[config.mk]
export PLATFORM = sky130hd
export DESIGN_NAME = nns_div
export DESIGN_NICKNAME = d
export VERILOG_FILES = /design/src/rtl/nns_pkg.sv /design/src/rtl/nns_div.sv
export SDC_FILE = /design/constraint.sdc
export NUM_CORES = 1
export LEC_CHECK = 0
export BUFFER_PORTS_ARGS = -buffer_cell sky130_fd_sc_hd__buf_4
export CAP_MARGIN = 5
export CORE_MARGIN = 3
export CORE_UTILIZATION = 51
export CTS_BUF_LIST = sky130_fd_sc_hd__clkbuf_16
export CTS_CLUSTER_SIZE = 40
export DETAILED_ROUTE_END_ITERATION = 8
export PLACE_DENSITY = 0.84
export SYNTH_ARGS = -nofsm -noshare
export SYNTH_HDL_FRONTEND = slang
export SYNTH_SLANG_ARGS = --single-unit
[constraint.sdc]
create_clock -name i_clk -period 5.9 [get_ports i_clk]
set_input_delay 0.295 -clock i_clk [delete_from_list [all_inputs] [get_ports i_clk]]
set_output_delay 0.295 -clock i_clk [all_outputs]
set_load 0.1 [all_outputs]
[src/rtl/nns_pkg.sv]
package nns_pkg;

    localparam int STORE_DEPTH = 131072;
    localparam int MAX_DIM     = 1024;

    localparam int POS_W     = 10;
    localparam int DIM_W     = 11;
    localparam int COL_W     = 8;
    localparam int PIX_W     = 3 * COL_W;
    localparam int NUM_W     = POS_W + DIM_W;
    localparam int ADDR_W    = 2 * DIM_W + 1;
    localparam int ST_AW     = $clog2(STORE_DEPTH);
    localparam int DIV_CNT_W = $clog2(NUM_W + 1);
    localparam int CFG_IDX_W = 2;
    localparam int OUT_W     = 16;

    localparam logic [OUT_W-1:0] MASK_R565  = 16'hF800;
    localparam logic [OUT_W-1:0] MASK_G565  = 16'h07E0;
    localparam logic [OUT_W-1:0] MASK_B565  = 16'h001F;
    localparam int               R565_SHIFT = 11;
    localparam int               G565_SHIFT = 5;

    localparam logic OP_LOAD  = 1'b0;
    localparam logic OP_FETCH = 1'b1;

    localparam logic [CFG_IDX_W-1:0] REG_SRC_WIDTH  = 2'd0;
    localparam logic [CFG_IDX_W-1:0] REG_SRC_HEIGHT = 2'd1;
    localparam logic [CFG_IDX_W-1:0] REG_DST_WIDTH  = 2'd2;
    localparam logic [CFG_IDX_W-1:0] REG_DST_HEIGHT = 2'd3;

    typedef struct packed {
        logic             operation;
        logic [POS_W-1:0] pos_x;
        logic [POS_W-1:0] pos_y;
        logic [COL_W-1:0] red;
        logic [COL_W-1:0] green;
        logic [COL_W-1:0] blue;
    } t_in_item;

    typedef struct packed {
        logic [OUT_W-1:0] pixel_565;
        logic [OUT_W-1:0] pixel_swapped;
        logic             out_of_range;
    } t_out_item;

    typedef struct packed {
        logic             we;
        logic             re;
        logic [ST_AW-1:0] addr;
        logic [PIX_W-1:0] wdata;
    } t_store_req;

    function automatic logic [DIM_W-1:0] clamp_dim(input logic [DIM_W-1:0] v);
        return (v > DIM_W'(MAX_DIM)) ? DIM_W'(MAX_DIM) : v;
    endfunction

    function automatic logic [OUT_W-1:0] pack565(input logic [PIX_W-1:0] rgb);
        logic [OUT_W-1:0] r;
        logic [OUT_W-1:0] g;
        logic [OUT_W-1:0] b;
        r = OUT_W'(rgb[23:19]);
        g = OUT_W'(rgb[15:10]);
        b = OUT_W'(rgb[7:3]);
        return ((r << R565_SHIFT) & MASK_R565) | ((g << G565_SHIFT) & MASK_G565)
               | (b & MASK_B565);
    endfunction

endpackage

[src/rtl/nns_div.sv]
module nns_div (
    input  logic                      i_clk,
    input  logic                      i_rst_n,
    input  logic                      i_start,
    input  logic [nns_pkg::NUM_W-1:0] i_num,
    input  logic [nns_pkg::DIM_W-1:0] i_den,
    output logic                      o_done,
    output logic [nns_pkg::NUM_W-1:0] o_quo
);

    logic [nns_pkg::DIV_CNT_W-1:0] r_cnt;
    logic                          r_done;
    logic [nns_pkg::NUM_W-1:0]     r_quo;
    logic [nns_pkg::DIM_W-1:0]     r_rem;
    logic [nns_pkg::DIM_W-1:0]     n_rem;
    logic [nns_pkg::DIM_W:0]       trial;
    logic                          q_bit;

    // One quotient bit per cycle; the remainder always stays below the divisor.
    always_comb begin
        trial = {r_rem, r_quo[nns_pkg::NUM_W-1]};
        q_bit = (trial >= {1'b0, i_den});
        n_rem = q_bit ? nns_pkg::DIM_W'(trial - {1'b0, i_den})
                      : trial[nns_pkg::DIM_W-1:0];
    end

    always_ff @(posedge i_clk) begin
        if (!i_rst_n) begin
            r_cnt  <= '0;
            r_done <= 1'b0;
        end else begin
            r_done <= 1'b0;
            if (i_start) begin
                r_cnt <= nns_pkg::DIV_CNT_W'(nns_pkg::NUM_W);
            end else if (r_cnt != '0) begin
                r_cnt <= r_cnt - 1'b1;
                if (r_cnt == nns_pkg::DIV_CNT_W'(1)) begin
                    r_done <= 1'b1;
                end
            end
        end
    end

    always_ff @(posedge i_clk) begin
        if (i_start) begin
            r_quo <= i_num;
            r_rem <= '0;
        end else if (r_cnt != '0) begin
            r_quo <= {r_quo[nns_pkg::NUM_W-2:0], q_bit};
            r_rem <= n_rem;
        end
    end

    assign o_done = r_done;
    assign o_quo  = r_quo;

endmodule

==> results of run 1 <==
[state kept, by name (all words and copies together) (netlist names)]
name	cells
o_quo	21
r_rem	11
r_cnt	5
o_done	1
[cells by family after synthesis]
logic type / share of synthesized area (%)
XOR/XNOR: 3.18
adder cells (fa/ha/maj): 8.30
multiplexers: 15.1
flip-flops: 44.1
AND/OR/NAND/NOR: 12.7
AO/OA/AOI/OAI: 11.9
buffers and inverters: 4.78
[worst register-to-register path, delay by kind of cell, from the launching register on]
family,cells,cell delay (ns)
AND/OR/NAND/NOR,1,0.18
buffers and inverters,1,0.06
multiplexers,1,0.36
flip-flops,1,0.34
adder cells (fa/ha/maj),2,0.61
AO/OA/AOI/OAI,4,1.05
[synthesized netlist by cell type (2+ instances only)]
cell type,n,area share [%]
nor2_1,19,3.2
clkbuf_1,5,0.85
inv_1,20,3.4
ha_1,13,7.4
a211oi_1,4,1.4
nor3_1,6,1.4
nand2_1,9,1.5
nor2b_1,2,0.57
o21ai_0,7,1.6
xnor2_1,7,2.8
or3_1,2,0.57
nor4_1,2,0.57
nand2b_1,4,1.1
mux2i_1,8,3.6
a2111oi_0,2,0.80
o21a_1,2,0.68
edfxtp_1,21,29
mux2_2,21,11
and4_1,2,0.80
and3_1,4,1.1
a21oi_1,9,2.0
dfxtp_1,17,15
[power by group through the flow]
stage / combinational (mW) / clock (mW) / sequential (mW)
detailed placement: 0.677 / 0 / 0.402
finish: 0.680 / 0.247 / 0.397
global placement: 0.667 / 0 / 0.400
CTS: 0.683 / 0.249 / 0.397
floorplan: 0.363 / 0 / 0.588
global route: 0.736 / 0.263 / 0.404
[worst paths after layout]
check / from / end / cells after the start
setup / recovery: o_quo[20]$_DFFE_PP_ / r_rem[0]$_SDFFE_PP0N_ / 9
hold / removal: i_rst_n / r_cnt[4]$_SDFFE_PN0P_ / 2
setup reg to reg: o_quo[20]$_DFFE_PP_ / r_rem[0]$_SDFFE_PP0N_ / 9
hold reg to reg: r_rem[10]$_SDFFE_PP0N_ / r_rem[10]$_SDFFE_PP0N_ / 2
[layer usage]
metal | track usage [%] | part of all wire, %
met5 | 0 | 0
met2 | 31.2 | 52
met4 | 5.64 | 1.4
met3 | 5.05 | 3.6
met1 | 23.3 | 43
[layout make-up]
class,count,area (µm²)
fill,324,1290
multi-input combinational,143,1120
sequential,38,971
timing repair buffer,56,420
clock buffer,5,125
inverter,20,75.1
tap,50,62.6
clock inverter,3,12.5
[through the flow]
stage | util, % | power (mW)
after CTS | 68.3 | 1.33
after detailed placement | 64.9 | 1.08
final | 68.3 | 1.32
after global routing | 68.3 | 1.40
after global placement | 64.9 | 1.07
after floorplan | - | 0.950
==> flow_metrics.env, run 1 <==
export IMPL_cts_resized=0
export IMPL_vias=1724
export IMPL_pwr_density_cell_nw_per_um2=474
export IMPL_ys_seq_elements=38
export IMPL_fin_area_um2=2790
export IMPL_drt_iter0_markers=88
export IMPL_swShare_pct=43.6
export IMPL_core_area_um2=4090
export IMPL_dp_cells=307
export IMPL_fin_ws_ns=3.22
export IMPL_crit_type="reg2reg"
export IMPL_r2r_slack_ns=3.22
export IMPL_p_int_mw=0.746
export IMPL_finalWirelength_mm=4.67
export IMPL_portBuffers=56
export IMPL_synth_avg_cell_area_um2=10.6
export IMPL_slowest_stage="o21ai_4"
export IMPL_max_slew_margin_pct=47.1
export IMPL_final_max_slew_viol_count=0
export IMPL_cts_tree="built"
export IMPL_pwr_share_clk_pct=18.7
export IMPL_grt_max_degree=35
export IMPL_async_reset_ff_share_pct=0
export IMPL_p_switching_mw=0.578
export IMPL_cts_buffer_depth=2
export IMPL_critical_path_arrival_ns=2.87
export IMPL_crit_chain="inv_1 > ha_1 > fa_1 > nand2b_1 > a21oi_1 > o22ai_2 > o21ai_4 > mux2_4 > a211oi_2"
export IMPL_postRouteAntennaNets=0
export IMPL_synth_edf_count=21
export IMPL_cts_hold_buffers=0
export IMPL_synth_ff_type="edfxtp_1"
export IMPL_drc_errors=0
export IMPL_tns_ns=0
export IMPL_netlist_area_um2=2200
export IMPL_hold_violations=0
export IMPL_pre_cts_ws_ns=3.21
export IMPL_instances_no_fill=315
export IMPL_initial_core_util_pct=53.9
export IMPL_io_pins=57
export IMPL_required_ns=6.09
export IMPL_synth_warnings=0
export IMPL_wire_per_inst_um=14.8
export IMPL_p_leak_nw=1.26
export IMPL_fin_hold_ws_ns=0.262
export IMPL_syn_inst=207
export IMPL_area_growth_pct=26.8
export IMPL_p_comb_share_pct=51.4
export IMPL_grt_ovfl_total=0
export IMPL_dr_pass1_iters=4
export IMPL_cts_setup_buffers=0
export IMPL_gp_congestion=0.874
export IMPL_slowest_delay_ns=0.45
export IMPL_dp_hpwl_mm=3.53
export IMPL_place_area_um2=2650
export IMPL_numCtsBuffers=5
export IMPL_die_area_um2=5140
export IMPL_cap_violations=0
export IMPL_fin_skew_ns=0.00294
export IMPL_ys_seq_area_share_pct=44.1
export IMPL_endpoint_kind="register"
export IMPL_layout_commonest_cell="buf_4"
export IMPL_setup_viol=0
export IMPL_syn_num_nets=256
export IMPL_avgViaCountPerCell=5.47
export IMPL_h_tree_depth=2
export IMPL_tightest_slew_ns=0.793
export IMPL_fin_nets=313
export IMPL_clkTransAtPathRegs_ns=0.05
export IMPL_critPathTopFamily="compound AO/OA/AOI/OAI gates"
export IMPL_synth_cell_type_count=43
export IMPL_p_seq_share_pct=30.0
export IMPL_startpoint_type="register"
export IMPL_n_antenna_cell=0
export IMPL_rsz0062_at_grt="false"
export IMPL_critPathBufInv=1
export IMPL_die_y_um=71.7
export IMPL_clock_latency_ns=0.28
export IMPL_cts_root_buf="clkbuf_16"
export IMPL_fin_crit_sh_pct=45.4
export IMPL_clkSinkCount=38
export IMPL_post_route_min_period_ns=2.68
export IMPL_grt_pass1_vias=1633
export IMPL_antenna_found_initial=0
export IMPL_rows=23
export IMPL_track_usage_pct=18.6
export IMPL_grt_first_pass_wirelength_mm=7.44
export IMPL_drive_above_1_share_pct=33.6
export IMPL_crit_fanout=15
export IMPL_mostFrequentLayoutCells="buf_4, inv_1, mux2_2, edfxtp_1, nor2_1"
export IMPL_max_freq_ghz=0.373
export IMPL_status="completed"
export IMPL_chipWidth_um=71.7
export IMPL_irDropWorstVdd_uv=236
export IMPL_hold_class="in2reg"
No activity file was read; power rests on OpenSTA's default activity.
==> inputs of run 2 (changes only) <==
==> constraint.sdc (replaced) <==
create_clock -name i_clk -period 2.6 [get_ports i_clk]
set_input_delay 0.13 -clock i_clk [delete_from_list [all_inputs] [get_ports i_clk]]
set_output_delay 0.13 -clock i_clk [all_outputs]
set_load 0.1 [all_outputs]
==> flow_metrics.env, run 2 (synthesis gave the netlist of run 1 again) <==
export IMPL_status="completed"
export IMPL_drc_errors=0
export IMPL_drive_above_1_share_pct=36.2
export IMPL_pre_cts_ws_ns=0.223
export IMPL_clock_latency_ns=0.27
export IMPL_fin_crit_sh_pct=91.7
export IMPL_max_slew_margin_pct=68.6
export IMPL_startpoint_type="register"
export IMPL_crit_fanout=9
export IMPL_met1_length_mm=2.02
export IMPL_drt_iter0_markers=61
export IMPL_n_antenna_cell=0
export IMPL_cts_root_buf="clkbuf_16"
export IMPL_core_area_um2=4090
export IMPL_tightest_slew_ns=0.470
export IMPL_dr_pass1_iters=4
export IMPL_hp_start="i_rst_n"
export IMPL_hold_violations=0
export IMPL_cts_hold_buffers=0
export IMPL_required_ns=2.74
export IMPL_rsz0062_at_grt="false"
export IMPL_die_area_um2=5140
export IMPL_die_y_um=71.7
export IMPL_critical_path_arrival_ns=2.53
export IMPL_numCtsBuffers=5
export IMPL_cap_violations=0
export IMPL_grt_pass1_vias=1751
export IMPL_clkSinkCount=38
export IMPL_area_growth_pct=29.0
export IMPL_fin_nets=316
export IMPL_layout_commonest_cell="buf_4"
export IMPL_chipWidth_um=71.7
export IMPL_track_usage_pct=20.4
export IMPL_io_pins=57
export IMPL_wl_met2_mm=2.82
export IMPL_irDropWorstVdd_uv=508
export IMPL_route_met3_wl_um=183
export IMPL_pwr_density_cell_nw_per_um2=1090
export IMPL_cts_buffer_depth=2
export IMPL_wire_per_inst_um=16.3
export IMPL_cts_tree="built"
export IMPL_postRouteAntennaNets=0
export IMPL_final_max_slew_viol_count=0
export IMPL_antenna_found_initial=0
export IMPL_timing_rr_end="r_rem[2]$_SDFFE_PP0N_"
export IMPL_dp_hpwl_mm=3.83
export IMPL_avgViaCountPerCell=5.45
export IMPL_crit_chain="inv_1 > ha_2 > fa_2 > nand2b_4 > a21oi_2 > o22ai_2 > o21ai_4 > buf_4 > mux2i_1 > a211oi_1"
export IMPL_slowest_delay_ns=0.36
export IMPL_tns_ns=0
export IMPL_mostFrequentLayoutCells="buf_4, inv_1, edfxtp_1, mux2_2, nor2_1"
export IMPL_h_tree_depth=2
export IMPL_crit_type="reg2reg"
export IMPL_slowest_stage="edfxtp_1"
export IMPL_instances_no_fill=318
export IMPL_grt_first_pass_wirelength_mm=8.15
export IMPL_critPathTopFamily="compound AO/OA/AOI/OAI gates"
export IMPL_setup_viol=0
export IMPL_maxUsedRoutingLayer="met4"
export IMPL_hold_class="in2reg"
export IMPL_max_freq_ghz=0.419
export IMPL_rows=23
export IMPL_gp_congestion=0.826
export IMPL_min_path_cells=2
export IMPL_r2r_start="o_quo[20]$_DFFE_PP_"
export IMPL_finalWirelength_mm=5.19
export IMPL_vias=1733
export IMPL_reg2regPathDepth=10
export IMPL_dp_cells=310
export IMPL_clkTransAtPathRegs_ns=0.05
export IMPL_portBuffers=56
export IMPL_r2r_slack_ns=0.21
export IMPL_worst_path_stages=10
export IMPL_grt_max_degree=35
export IMPL_fin_skew_ns=0.00295
export IMPL_fin_ws_ns=0.215
export IMPL_largest_register_ffs=21
export IMPL_cts_resized=0
export IMPL_grt_ovfl_total=0
export IMPL_post_route_min_period_ns=2.39
export IMPL_hold_path_end="r_cnt[4]$_SDFFE_PN0P_"
export IMPL_cts_setup_buffers=0
export IMPL_initial_core_util_pct=53.9
export IMPL_endpoint_kind="register"
export IMPL_critPathBufInv=2
export IMPL_p_leak_nw=1.29
[run 2: cell types whose count changed in the layout (fill, tap and decap cells not counted), sizes merged]
cell and delta:
buf +3
[run 2: final cells by class]
cell class,instances,area (µm²)
well taps,50,62.6
multi-input cells,143,1150
clock inverters,3,12.5
repair buffers,59,443
fillers,319,1250
inverters,20,75.1
clock buffers,5,125
flip-flops and latches,38,971
[run 2: worst max-delay path by stage]
stage	start	endpoint	slack (ns)
floorplan	o_quo[20]$_DFFE_PP_	r_rem[0]$_SDFFE_PP0N_	-0.29
global placement	o_quo[20]$_DFFE_PP_	r_rem[2]$_SDFFE_PP0N_	0.31
detailed placement	o_quo[20]$_DFFE_PP_	r_rem[2]$_SDFFE_PP0N_	0.22
CTS	o_quo[20]$_DFFE_PP_	r_rem[2]$_SDFFE_PP0N_	0.19
global route	o_quo[20]$_DFFE_PP_	r_rem[1]$_SDFFE_PP0N_	0.05
finish	o_quo[20]$_DFFE_PP_	r_rem[2]$_SDFFE_PP0N_	0.21
[run 2: per-layer routing]
layer | up-vias | global-route usage, %
li1 | 875 | -
met1 | 799 | 24.2
met2 | 42 | 35.5
met3 | 17 | 3.65
met4 | 0 | 9.39
met5 | - | 0
[run 2: report_power, final]
part,switching [mW],total [mW],internal [mW]
Combinational,1.02,1.61,0.585
Clock,0.215,0.561,0.346
Sequential,0.115,0.911,0.796
[run 2: stage by stage]
| step | utilization (%) | instance area, µm² | hold slack [ns] | total power [mW] |
|---|---|---|---|---|
| after CTS | 69.5 | 2840 | 0.0941 | 3.09 |
| final | 69.5 | 2840 | 0.0966 | 3.08 |
| after detailed placement | 66.1 | 2700 | 0.375 | 2.51 |
| after global placement | 66.1 | 2700 | 0.374 | 2.47 |
| after global routing | 69.5 | 2840 | 0.118 | 3.25 |
| after floorplan | - | 2230 | 0.258 | 2.18 |
